[config.mk]
export PLATFORM = sky130hd
export DESIGN_NAME = rms_cfg
export DESIGN_NICKNAME = d
export VERILOG_FILES = /design/src/sv/rms_pkg.sv /design/src/sv/rms_cfg.sv
export SDC_FILE = /design/constraint.sdc
export NUM_CORES = 1
export LEC_CHECK = 0
export BUFFER_PORTS_ARGS = -buffer_cell sky130_fd_sc_hd__buf_2
export CAP_MARGIN = 25
export CORE_UTILIZATION = 33
export DETAILED_ROUTE_END_ITERATION = 10
export GPL_TIMING_DRIVEN = 0
export PLACE_DENSITY = 0.8
export SLEW_MARGIN = 40
export SYNTH_ARGS = -nofsm -noshare
export SYNTH_HDL_FRONTEND = slang
export SYNTH_SLANG_ARGS = --single-unit
[constraint.sdc]
create_clock -name clk_i -period 1.4 [get_ports clk_i]
set_input_delay 0.21 -clock clk_i [delete_from_list [all_inputs] [get_ports clk_i]]
set_output_delay 0.21 -clock clk_i [all_outputs]
set_load 0.01 [all_outputs]
[src/sv/rms_pkg.sv]
// Shared constants, types and helpers of the range-minimum segment tree.
package rms_pkg;

  localparam int MAX_ELEMENTS = 1024;
  localparam int VALUE_BITS   = 32;
  localparam int LEAF_AW      = $clog2(MAX_ELEMENTS);
  localparam int NODE_AW      = LEAF_AW + 1;
  localparam int LEN_W        = 11;
  localparam int POS_W        = 10;
  localparam int DATA_W       = 32;
  localparam int ADDR_W       = 3;

  typedef logic [NODE_AW-1:0]           node_addr_t;
  typedef logic [NODE_AW:0]             bound_t;
  typedef logic signed [VALUE_BITS-1:0] value_t;
  typedef logic [LEN_W-1:0]             len_t;
  typedef logic [POS_W-1:0]             pos_t;

  localparam value_t VALUE_MAX = {1'b0, {(VALUE_BITS-1){1'b1}}};

  // Operation codes of an input word.
  localparam logic OP_WRITE = 1'b0;
  localparam logic OP_QUERY = 1'b1;

  // Register word index, taken from paddr[2].
  localparam logic REG_LENGTH = 1'b0;

  // One write port and two read ports of the node memory.
  typedef struct packed {
    logic       we;
    node_addr_t waddr;
    value_t     wdata;
    node_addr_t ra;
    node_addr_t rb;
  } ram_req_t;

  function automatic value_t val_min(value_t a, value_t b);
    return ($signed(b) < $signed(a)) ? b : a;
  endfunction

endpackage

[src/sv/rms_cfg.sv]
// APB-style register block holding the element count in use.
module rms_cfg (
  input  logic                       clk_i,
  input  logic                       rst_ni,
  input  logic                       psel,
  input  logic                       penable,
  input  logic                       pwrite,
  input  logic [rms_pkg::ADDR_W-1:0] paddr,
  input  logic [31:0]                pwdata,
  output logic [31:0]                prdata,
  output logic                       pready,
  output rms_pkg::len_t              len_o
);
  import rms_pkg::*;

  len_t len_q;
  len_t len_d;
  logic wr_len;

  assign wr_len = psel && penable && pwrite && (paddr[2] == REG_LENGTH);
  assign len_d  = wr_len ? pwdata[LEN_W-1:0] : len_q;

  always_ff @(posedge clk_i or negedge rst_ni) begin
    if (!rst_ni) begin
      len_q <= LEN_W'(MAX_ELEMENTS);
    end else begin
      len_q <= len_d;
    end
  end

  assign pready = 1'b1;
  assign prdata = (paddr[2] == REG_LENGTH) ? 32'(len_q) : 32'd0;
  assign len_o  = len_q;

endmodule

==> results.ini <==
[worst_setup_path]
crit_start=len_o[10]$_DFFE_PN1P_
arrival_ps=1050
crit_type=reg -> out
worst_r2r_startpoint=len_o[9]$_DFFE_PN0P_
cp-end-kind=output port
cp.buffers_inverters=1
max_stage_delay_ps=530
critPathTopFamily=flip-flops
crit_fanout=3
path_cells=nor2b_1 -> buf_2
required_ps=1190
startpoint_type=flop
cp_slowest_cell=dfstp_2

[grt]
grt_first_pass_wirelength_mm=2.035
grtUsageMet1_pct=12.75
grt_max_degree=12
use_met3_pct=5.660
grt.busiest_layer=met2
first_global_vias=459
grtUsageTotal_pct=11.29
antenna_found_initial=0
globalRoute.totalOverflow=0
grtUsageMet2_pct=19.44

[finish]
multi_input_area_um2=337.8
nets=164
antenna_cells=0
layout_common_cells=38 x buf_2, 22 x buf_4, 22 x conb_1
area_delta_synth_final_pct=46.61
largest_register_ffs=11
drive_above_1_share_pct=62.60
final_util_pct=52.69
regArea_um2=276.5
final_common_cell=buf_2
nFillCells=199

[clock_tree]
cts_tree=built
clock-sinks=11
path_clk_slew_ps=60
insertion_delay_ps=260
numCtsBuffers=3
cts_root_buffer=clkbuf_4
cts_resized=0
clockBufferDepth=2
h-tree-depth=1

[floorplan]
initial_utilization_pct=35.94
pin_count=84
die-height_um=48.69
rows=16
design.core.area_um2=2002
dieArea_um2=2371
die_w_um=48.69

[sta]
rsz0062_at_grt=false
final.setup.tns_ps=0
hold_viol_final=0
finalMaxSlewViolations=0
finClkSkew_ps=0
min_period_ps=1262
setup-violations-final=0
max_clock_freq_mhz=792.7
period_share_pct=90.11

[route]
first_pass_iters=2
wl_mm=1.287
viasPerCell=3.673
drc=0
vias=551
avgRoutedWirePerCell_um=8.580
drt-initial-drc-count=2
ant_nets=0

[synthesis]
synth_area_leaders=dfrtp_1 35%, buf_4 23%, mux2_4 21%
postSynthAreaPerCell_um2=11.99
ys_types=11
synth_warnings=0
seq_area_frac_synth_pct=38.43
synth_top_cell_by_area=dfrtp_1
syn_inst=60
ys_ff_latch=11
syn_area_um2=719.4
synth_top_area_share_pct=34.78

[pwr]
p_int_w=0.0007518
ir_drop_v=0.0006444
power.share.sequential_pct=41.1
p_sw_share_pct=29.88
pwr_density_cell_nw_per_um2=1017
switching_power_w=0.0003204
p_clk_share_pct=19.0
power.leakage_nw=0.6512
power_frac_comb_pct=39.9

[status]
status=completed

[placed_design]
place.detailed.hpwl_mm=1.059
gp_congestion=0.6376
io_buffers=38

[job]
maxCapViolations=0

[hold_path]
hp-class=in -> reg
min_from=pwdata[7]

-- power groups by stage --
stage | clock network (W) | logic [W] | registers (W)
global route | 0.000231 | 0.000461 | 0.000452
finish | 0.000204 | 0.000428 | 0.000440
floorplan | 0 | 0.000240 | 0.000476
global placement | 0 | 0.000422 | 0.000443
detailed placement | 0 | 0.000428 | 0.000446
CTS | 0.000217 | 0.000432 | 0.000441
-- cell families after synthesis --
logic type | after synthesis | share of synthesized area [%]
multiplexers | 11 | 22.43
AND/OR/NAND/NOR | 12 | 13.04
buffers and inverters | 24 | 25.04
flip-flops | 11 | 38.44
other | 2 | 1.044
-- area by class of cell --
type	count	area share (%)
Clock buffer	4	2.491
Tap cell	27	3.203
Multi-Input combinational cell	45	32.03
Buffer	24	17.08
Timing Repair Buffer	39	18.98
Sequential cell	11	26.22
-- final timing paths --
path | endpoint | slack, ps | depth (start not counted)
max in group asynchronous | len_o[10]$_DFFE_PN1P_ | 790 | 2
hold / removal | len_o[7]$_DFFE_PN0P_ | 180 | 2
setup / recovery | prdata[10] | 140 | 2
setup reg to reg | len_o[9]$_DFFE_PN0P_ | 630 | 1
hold reg to reg | len_o[4]$_DFFE_PN0P_ | 520 | 1
min in group asynchronous | len_o[0]$_DFFE_PN0P_ | 350 | 2
-- metal layers --
layer  up-vias  wire length [um]
met2        38               622
met1       241               512
met5         -                 0
li1        272                 -
met4         0                 0
met3         0               152
-- timing repair --
action	CTS	global route
hold endpoints to repair	10	0
hold buffers	1	0
setup buffers	0	0
-- cell usage after synthesis --
cell type	number
buf_4	22
dfrtp_1	10
mux2_4	10
nor2b_1	10
conb_1	2
and2b_1	1
buf_6	1
clkbuf_1	1
dfstp_2	1
mux2_2	1
nand4b_4	1
-- metrics by stage --
step	total power, W	hold slack, ps	setup slack [ps]	std cells	area [um^2]
global route	0.001144	158.7	60.64	150	1055
floorplan	0.0007168	-85.59	434.8	80	794.5
detailed placement	0.0008733	88.80	233.1	145	1018
global placement	0.0008655	90.92	254.4	145	1018
CTS	0.001090	165.0	108.1	150	1055
finish	0.001072	177.2	138.4	150	1055
No activity file was read; power rests on OpenSTA's default activity.
