**src/sv/rms_pkg.sv**
```systemverilog
// Shared constants, types and helpers of the range-minimum segment tree.
package rms_pkg;

  localparam int MAX_ELEMENTS = 1024;
  localparam int VALUE_BITS   = 32;
  localparam int LEAF_AW      = $clog2(MAX_ELEMENTS);
  localparam int NODE_AW      = LEAF_AW + 1;
  localparam int LEN_W        = 11;
  localparam int POS_W        = 10;
  localparam int DATA_W       = 32;
  localparam int ADDR_W       = 3;

  typedef logic [NODE_AW-1:0]           node_addr_t;
  typedef logic [NODE_AW:0]             bound_t;
  typedef logic signed [VALUE_BITS-1:0] value_t;
  typedef logic [LEN_W-1:0]             len_t;
  typedef logic [POS_W-1:0]             pos_t;

  localparam value_t VALUE_MAX = {1'b0, {(VALUE_BITS-1){1'b1}}};

  // Operation codes of an input word.
  localparam logic OP_WRITE = 1'b0;
  localparam logic OP_QUERY = 1'b1;

  // Register word index, taken from paddr[2].
  localparam logic REG_LENGTH = 1'b0;

  // One write port and two read ports of the node memory.
  typedef struct packed {
    logic       we;
    node_addr_t waddr;
    value_t     wdata;
    node_addr_t ra;
    node_addr_t rb;
  } ram_req_t;

  function automatic value_t val_min(value_t a, value_t b);
    return ($signed(b) < $signed(a)) ? b : a;
  endfunction

endpackage

```
**src/sv/rms_if.sv**
```systemverilog
// Valid/ready channel interfaces for input words and result words.
interface rms_in_if;
  import rms_pkg::*;
  logic               valid;
  logic               ready;
  logic               operation;
  pos_t               position;
  pos_t               right_bound;
  logic signed [31:0] new_value;
  modport source (output valid, operation, position, right_bound, new_value, input ready);
  modport sink   (input valid, operation, position, right_bound, new_value, output ready);
endinterface

interface rms_out_if;
  logic               valid;
  logic               ready;
  logic               success;
  logic signed [31:0] minimum;
  modport source (output valid, success, minimum, input ready);
  modport sink   (input valid, success, minimum, output ready);
endinterface

```
**src/sv/rms_seq.sv**
```systemverilog
// Sequencer that walks the tree one level per cycle for updates and queries.
module rms_seq (
  input  logic              clk_i,
  input  logic              rst_ni,
  rms_in_if.sink            in_i,
  rms_out_if.source         out_o,
  input  rms_pkg::len_t     len_i,
  output rms_pkg::ram_req_t ram_req_o,
  input  rms_pkg::value_t   rd_a_i,
  input  rms_pkg::value_t   rd_b_i
);
  import rms_pkg::*;

  typedef enum logic [2:0] {
    S_CLEAR, S_IDLE, S_WLEAF, S_WUP, S_QRUN, S_DONE
  } state_e;

  state_e     state_q, state_d;
  node_addr_t clr_q, clr_d;
  node_addr_t node_q, node_d;
  value_t     cur_q, cur_d;
  bound_t     lo_q, lo_d;
  bound_t     hi_q, hi_d;
  value_t     best_q, best_d;
  logic       pend_a_q, pend_a_d;
  logic       pend_b_q, pend_b_d;
  logic       res_succ_q, res_succ_d;
  value_t     res_min_q, res_min_d;
  logic       out_valid_q, out_valid_d;
  logic       out_succ_q, out_succ_d;
  value_t     out_min_q, out_min_d;

  len_t       eff_len;
  len_t       pos_ext;
  len_t       rb_ext;
  len_t       r_clamp;
  node_addr_t parent;
  bound_t     hi_m1;
  value_t     fold_a;
  value_t     best_fold;
  ram_req_t   req;

  assign eff_len = (len_i > LEN_W'(MAX_ELEMENTS)) ? LEN_W'(MAX_ELEMENTS) : len_i;
  assign pos_ext = LEN_W'(in_i.position);
  assign rb_ext  = LEN_W'(in_i.right_bound);
  assign r_clamp = (rb_ext >= eff_len) ? eff_len - LEN_W'(1) : rb_ext;
  assign parent  = node_q >> 1;
  assign hi_m1   = hi_q - bound_t'(1);

  // Fold the node values read in the previous cycle into the running minimum.
  assign fold_a    = pend_a_q ? val_min(best_q, rd_a_i) : best_q;
  assign best_fold = pend_b_q ? val_min(fold_a, rd_b_i) : fold_a;

  always_comb begin
    state_d     = state_q;
    clr_d       = clr_q;
    node_d      = node_q;
    cur_d       = cur_q;
    lo_d        = lo_q;
    hi_d        = hi_q;
    best_d      = best_q;
    pend_a_d    = pend_a_q;
    pend_b_d    = pend_b_q;
    res_succ_d  = res_succ_q;
    res_min_d   = res_min_q;
    out_valid_d = out_valid_q && !out_o.ready;
    out_succ_d  = out_succ_q;
    out_min_d   = out_min_q;
    req         = '0;

    case (state_q)
      S_CLEAR: begin
        req.we    = 1'b1;
        req.waddr = clr_q;
        req.wdata = VALUE_MAX;
        clr_d     = clr_q + NODE_AW'(1);
        if (clr_q == '1) begin
          state_d = S_IDLE;
        end
      end
      S_IDLE: begin
        if (in_i.valid) begin
          if (in_i.operation == OP_WRITE) begin
            if (pos_ext >= eff_len) begin
              res_succ_d = 1'b0;
              res_min_d  = '0;
              state_d    = S_DONE;
            end else begin
              node_d  = NODE_AW'(MAX_ELEMENTS) + NODE_AW'(in_i.position);
              cur_d   = value_t'(in_i.new_value);
              state_d = S_WLEAF;
            end
          end else begin
            if ((in_i.position > in_i.right_bound) || (pos_ext >= eff_len)) begin
              res_succ_d = 1'b0;
              res_min_d  = '0;
              state_d    = S_DONE;
            end else begin
              lo_d     = bound_t'(MAX_ELEMENTS) + bound_t'(in_i.position);
              hi_d     = bound_t'(MAX_ELEMENTS) + bound_t'(r_clamp) + bound_t'(1);
              best_d   = VALUE_MAX;
              pend_a_d = 1'b0;
              pend_b_d = 1'b0;
              state_d  = S_QRUN;
            end
          end
        end
      end
      S_WLEAF: begin
        req.we    = 1'b1;
        req.waddr = node_q;
        req.wdata = cur_q;
        req.ra    = node_q ^ NODE_AW'(1);
        state_d   = S_WUP;
      end
      S_WUP: begin
        // The sibling read last cycle sits on port A; the parent gets the smaller.
        req.we    = 1'b1;
        req.waddr = parent;
        req.wdata = val_min(cur_q, rd_a_i);
        req.ra    = parent ^ NODE_AW'(1);
        cur_d     = val_min(cur_q, rd_a_i);
        node_d    = parent;
        if (parent == NODE_AW'(1)) begin
          res_succ_d = 1'b1;
          res_min_d  = '0;
          state_d    = S_DONE;
        end
      end
      S_QRUN: begin
        best_d = best_fold;
        if (lo_q < hi_q) begin
          req.ra   = lo_q[NODE_AW-1:0];
          req.rb   = hi_m1[NODE_AW-1:0];
          pend_a_d = lo_q[0];
          pend_b_d = hi_q[0];
          lo_d     = (lo_q + bound_t'(lo_q[0])) >> 1;
          hi_d     = hi_q >> 1;
        end else begin
          pend_a_d   = 1'b0;
          pend_b_d   = 1'b0;
          res_succ_d = 1'b1;
          res_min_d  = best_fold;
          state_d    = S_DONE;
        end
      end
      S_DONE: begin
        if (!out_valid_q || out_o.ready) begin
          out_valid_d = 1'b1;
          out_succ_d  = res_succ_q;
          out_min_d   = res_min_q;
          state_d     = S_IDLE;
        end
      end
      default: begin
        state_d = S_IDLE;
      end
    endcase
  end

  always_ff @(posedge clk_i or negedge rst_ni) begin
    if (!rst_ni) begin
      state_q     <= S_CLEAR;
      clr_q       <= '0;
      node_q      <= '0;
      cur_q       <= '0;
      lo_q        <= '0;
      hi_q        <= '0;
      best_q      <= '0;
      pend_a_q    <= 1'b0;
      pend_b_q    <= 1'b0;
      res_succ_q  <= 1'b0;
      res_min_q   <= '0;
      out_valid_q <= 1'b0;
      out_succ_q  <= 1'b0;
      out_min_q   <= '0;
    end else begin
      state_q     <= state_d;
      clr_q       <= clr_d;
      node_q      <= node_d;
      cur_q       <= cur_d;
      lo_q        <= lo_d;
      hi_q        <= hi_d;
      best_q      <= best_d;
      pend_a_q    <= pend_a_d;
      pend_b_q    <= pend_b_d;
      res_succ_q  <= res_succ_d;
      res_min_q   <= res_min_d;
      out_valid_q <= out_valid_d;
      out_succ_q  <= out_succ_d;
      out_min_q   <= out_min_d;
    end
  end

  assign ram_req_o     = req;
  assign in_i.ready    = (state_q == S_IDLE);
  assign out_o.valid   = out_valid_q;
  assign out_o.success = out_succ_q;
  assign out_o.minimum = DATA_W'(out_min_q);

  a_wup_above_root: assert property (@(posedge clk_i) disable iff (!rst_ni)
    (state_q == S_WUP) |-> (node_q >= NODE_AW'(2)))
    else $error("update walk reached the root without finishing");

  a_query_no_write: assert property (@(posedge clk_i) disable iff (!rst_ni)
    (state_q == S_QRUN) |-> !req.we)
    else $error("node memory written during a query");

  a_query_bounds: assert property (@(posedge clk_i) disable iff (!rst_ni)
    (state_q == S_QRUN) |-> (lo_q <= hi_q))
    else $error("query bounds crossed");

  a_pend_in_query: assert property (@(posedge clk_i) disable iff (!rst_ni)
    (state_q != S_QRUN) |-> (!pend_a_q && !pend_b_q))
    else $error("pending node read outside a query");

  a_busy_after_accept: assert property (@(posedge clk_i) disable iff (!rst_ni)
    (in_i.valid && in_i.ready) |=> !in_i.ready)
    else $error("input taken again while a word is in progress");

endmodule

```
**src/flat_wrapper.sv**
```systemverilog
// flat-port wrapper written by rule: the top's interface ports become plain ports
module rms_seq_flat import rms_pkg::*;
  (clk_i, rst_ni, len_i, ram_req_o, rd_a_i, rd_b_i, in_i_valid, in_i_operation, in_i_position, in_i_right_bound, in_i_new_value, in_i_ready, out_o_valid, out_o_success, out_o_minimum, out_o_ready);
  rms_in_if in_i_i ();
  rms_out_if out_o_i ();
  input  logic clk_i;
  input  logic rst_ni;
  input  rms_pkg::len_t len_i;
  output rms_pkg::ram_req_t ram_req_o;
  input  rms_pkg::value_t rd_a_i;
  input  rms_pkg::value_t rd_b_i;
  input wire logic [$bits(in_i_i.valid)-1:0] in_i_valid;
  input wire logic [$bits(in_i_i.operation)-1:0] in_i_operation;
  input wire logic [$bits(in_i_i.position)-1:0] in_i_position;
  input wire logic [$bits(in_i_i.right_bound)-1:0] in_i_right_bound;
  input wire logic [$bits(in_i_i.new_value)-1:0] in_i_new_value;
  output wire logic [$bits(in_i_i.ready)-1:0] in_i_ready;
  output wire logic [$bits(out_o_i.valid)-1:0] out_o_valid;
  output wire logic [$bits(out_o_i.success)-1:0] out_o_success;
  output wire logic [$bits(out_o_i.minimum)-1:0] out_o_minimum;
  input wire logic [$bits(out_o_i.ready)-1:0] out_o_ready;
  assign in_i_i.valid = in_i_valid;
  assign in_i_i.operation = in_i_operation;
  assign in_i_i.position = in_i_position;
  assign in_i_i.right_bound = in_i_right_bound;
  assign in_i_i.new_value = in_i_new_value;
  assign in_i_ready = in_i_i.ready;
  assign out_o_valid = out_o_i.valid;
  assign out_o_success = out_o_i.success;
  assign out_o_minimum = out_o_i.minimum;
  assign out_o_i.ready = out_o_ready;
  rms_seq u_core (.clk_i(clk_i), .rst_ni(rst_ni), .in_i(in_i_i), .out_o(out_o_i), .len_i(len_i), .ram_req_o(ram_req_o), .rd_a_i(rd_a_i), .rd_b_i(rd_b_i));
endmodule
```
**config.mk**
```make
export PLATFORM = sky130hd
export DESIGN_NAME = rms_seq_flat
export DESIGN_NICKNAME = d
export VERILOG_FILES = /design/src/sv/rms_pkg.sv /design/src/sv/rms_if.sv /design/src/sv/rms_seq.sv /design/src/flat_wrapper.sv
export SDC_FILE = /design/constraint.sdc
export NUM_CORES = 1
export LEC_CHECK = 0
export BUFFER_PORTS_ARGS = -buffer_cell sky130_fd_sc_hd__buf_4
export CORE_MARGIN = 2
export CORE_UTILIZATION = 50
export DETAILED_ROUTE_END_ITERATION = 12
export PLACE_DENSITY = 0.72
export SLEW_MARGIN = 20
export SYNTH_ARGS = -nofsm -noshare
export SYNTH_HDL_FRONTEND = slang
export SYNTH_SLANG_ARGS = --single-unit
export TNS_END_PERCENT = 5
```
**constraint.sdc**
```tcl
create_clock -name clk_i -period 5.6 [get_ports clk_i]
set_input_delay 0.28 -clock clk_i [delete_from_list [all_inputs] [get_ports clk_i]]
set_output_delay 0.28 -clock clk_i [all_outputs]
set_load 0.03 [all_outputs]
```
==> results_dict.tcl <==
set metrics [dict create \
    cts_inserted_buffers 17 \
    rsz0062_at_grt "false" \
    yosysTopAreaCell "dfrtp_1" \
    grt_pass1_vias 12000 \
    n_antenna_cell 0 \
    port_buffers 232 \
    die_area_mm2 0.0281 \
    period_needed_ns 5.37 \
    dp_hpwl_um 30700 \
    relSlewSlack 0.287 \
    synth.area.top_cells "dfrtp_1 34%, ha_1 13%, mux2i_1 6.3%" \
    grt_max_degree 67 \
    dp_cells 1989 \
    synthesis.nets 1738 \
    drc 0 \
    crit_top_cell "buf_4" \
    slew_viol_final 0 \
    synth.top_cell.area_share 0.338 \
    rows 59 \
    critical_path_class "reg2reg" \
    clock_skew_ns 0.0169 \
    syn_to_final_growth_pct 21.3 \
    period_share 0.959 \
    netlist_instances 1468 \
    antenna_found_initial 1 \
    grt_pass1_wl_um 65200 \
    cap_violations 0 \
    arrival_ns 5.71 \
    h-tree-depth 4 \
    routedWlPerCell_um 20.5 \
    hold_violations 0 \
    vias 12200 \
    cts_root_buffer "clkbuf_16" \
    die_h_um 168 \
    nets 1949 \
    postRouteAntennaNets 0 \
    drive_above_1_share 0.225 \
    synth_cell_types 70 \
    crit_slowest_cell "dfrtp_1" \
    gp_congestion 0.929 \
    initial_core_util 0.512 \
    hold_path_startpoint "in_i_new_value[8]" \
    clock_latency_ns 0.44 \
    netlist_area_mm2 0.0134 \
    status "finished, final reports clean" \
    ir_worst_vdd_mv 0.265 \
    required_ns 5.94 \
    gr-usage-all-layers 0.294 \
    cts_sinks 181 \
    worst_pin_slew_ns 1.07 \
    setup_violations 0 \
    p_per_area_mw_per_mm2 545 \
    io_pins 233 \
    hold_class "in2reg" \
    synth_common_cells "181 x dfrtp_1, 144 x inv_1, 138 x ha_1, 104 x nor2_1, 101 x nand2_1" \
    timing.rr.start "u_core.best_q[7]$_DFFE_PN0P_" \
    synthArstFlopShare 1.00 \
    startpoint_type "register" \
    drt_wl_total_um 41600 \
    ys_seq_area_frac 0.338 \
    critPathLaunch "u_core.best_q[7]$_DFFE_PN0P_" \
    drt-pass1-iter-count 9 \
    synthFlopType "dfrtp_1" \
    clk_pin_slew_ns 0.08 \
    yosys_warnings 0 \
    die_x_um 168 \
    synth_edf_count 0 \
    avgSynthCellArea_um2 9.13 \
    crit_fanout 11 \
    grt.overflow.total 0 \
    synth_most_common_cell "dfrtp_1" \
    cts_max_path_buffers 2 \
    vias_per_cell 6.02 \
    cts_tree "done" \
    stdcell_count 2027 \
    leakagePower_nw 8.56 \
    coreArea_mm2 0.0262 \
    cpPeakStageDelay_ns 0.41 \
    ys_ff_latch 181 \
    setup_tns_ns 0 \
    worstSetupEndpointType "register" \
    drtIter0Drc 1201 \
    fmax_mhz 186 \
]
## timing repair
item | in CTS | in global routing
hold buffers | 1 | 0
gates resized for setup | 0 | 3
endpoints found under the setup margin | 0 | 35
hold endpoints to repair | 64 | 0
setup buffers | 0 | 3
## flip-flops by register name, indices dropped and copies added (netlist names)
register	cells
u_core.best_q	32
u_core.cur_q	32
u_core.out_o.minimum	32
u_core.res_min_q	32
u_core.hi_q	12
u_core.clr_q	11
u_core.lo_q	11
u_core.node_q	11
u_core.state_q	3
u_core.out_o.success	1
u_core.out_o.valid	1
u_core.pend_a_q	1
u_core.pend_b_q	1
u_core.res_succ_q	1
## logic make-up after synthesis
kind of cell,share of synthesized area
multiplexers,0.126
adder cells (fa/ha/maj),0.129
XOR/XNOR,0.0229
AND/OR/NAND/NOR,0.122
AO/OA/AOI/OAI,0.199
flip-flops,0.338
buffers and inverters,0.0631
## critical path, delay by kind of cell (launching register included)
kind            cells  cell delay [ns]
compound gates     10             1.95
fa+ha+maj           2             0.62
buf+inv             5             0.79
flops               1             0.41
mux                 2             0.66
simple gates        6             0.84
## metal layers
metal  global-route usage  share of wire
met1                0.388           0.43
met2                0.482           0.47
met3               0.0522          0.070
met4                0.112          0.033
met5                    0              0
## metrics by stage
stage | power, mW | instance area, um2 | util | setup slack (ns) | hold WS [ns]
final | 8.87 | 16300 | 0.621 | 0.232 | 0.0678
after global routing | 9.46 | 16300 | 0.621 | 0.00537 | 0.0512
after CTS | 8.79 | 16200 | 0.617 | 0.108 | 0.0579
after detailed placement | 7.48 | 15600 | 0.594 | 0.146 | 0.323
after global placement | 7.35 | 15600 | 0.594 | 0.215 | 0.322
after floorplan | 5.89 | 13400 | - | 0.765 | -0.0156
## layout make-up
| cell class | instances | area [um2] |
|---|---|---|
| multi-input cells | 1070 | 8120 |
| flip-flops and latches | 181 | 4530 |
| clock buffers | 19 | 443 |
| inverters | 146 | 548 |
| well taps | 335 | 419 |
| repair buffers | 263 | 2050 |
| fillers | 2265 | 9940 |
| clock inverters | 13 | 161 |
## final timing paths
| kind | to | slack [ns] | depth (start not counted) |
|---|---|---|---|
| max reg2reg | u_core.best_q[1]$_DFFE_PN0P_ | 0.23 | 25 |
| min in group asynchronous | u_core.out_o.minimum[8]$_DFFE_PN0P_ | 0.41 | 2 |
| max | u_core.best_q[1]$_DFFE_PN0P_ | 0.23 | 25 |
| min | u_core.cur_q[8]$_DFFE_PN0P_ | 0.07 | 2 |
| min reg2reg | u_core.res_min_q[18]$_DFFE_PN0P_ | 0.49 | 2 |
| max in group asynchronous | u_core.hi_q[8]$_DFFE_PN0P_ | 3.81 | 3 |
## placed cells by master (no fill, tap or decap), types with 23 or more instances in the layout
cell	instances
a21oi_1	58
nor2_1	102
mux2_2	36
inv_1	144
mux2_4	29
nand2_1	100
dfrtp_1	181
o21ai_1	90
mux2i_1	82
a221o_1	31
a21o_1	37
buf_4	255
nand3_1	23
ha_1	138
nor3_1	26
xnor2_1	27
a211o_1	32
o21ai_0	54
## power breakdown
part	leakage [nW]	internal [mW]	switching (mW)
clock	0.297	0.690	0.584
combinational	5.97	2.19	2.84
sequential	2.30	1.90	0.660
(Power assumes the default switching activity.)
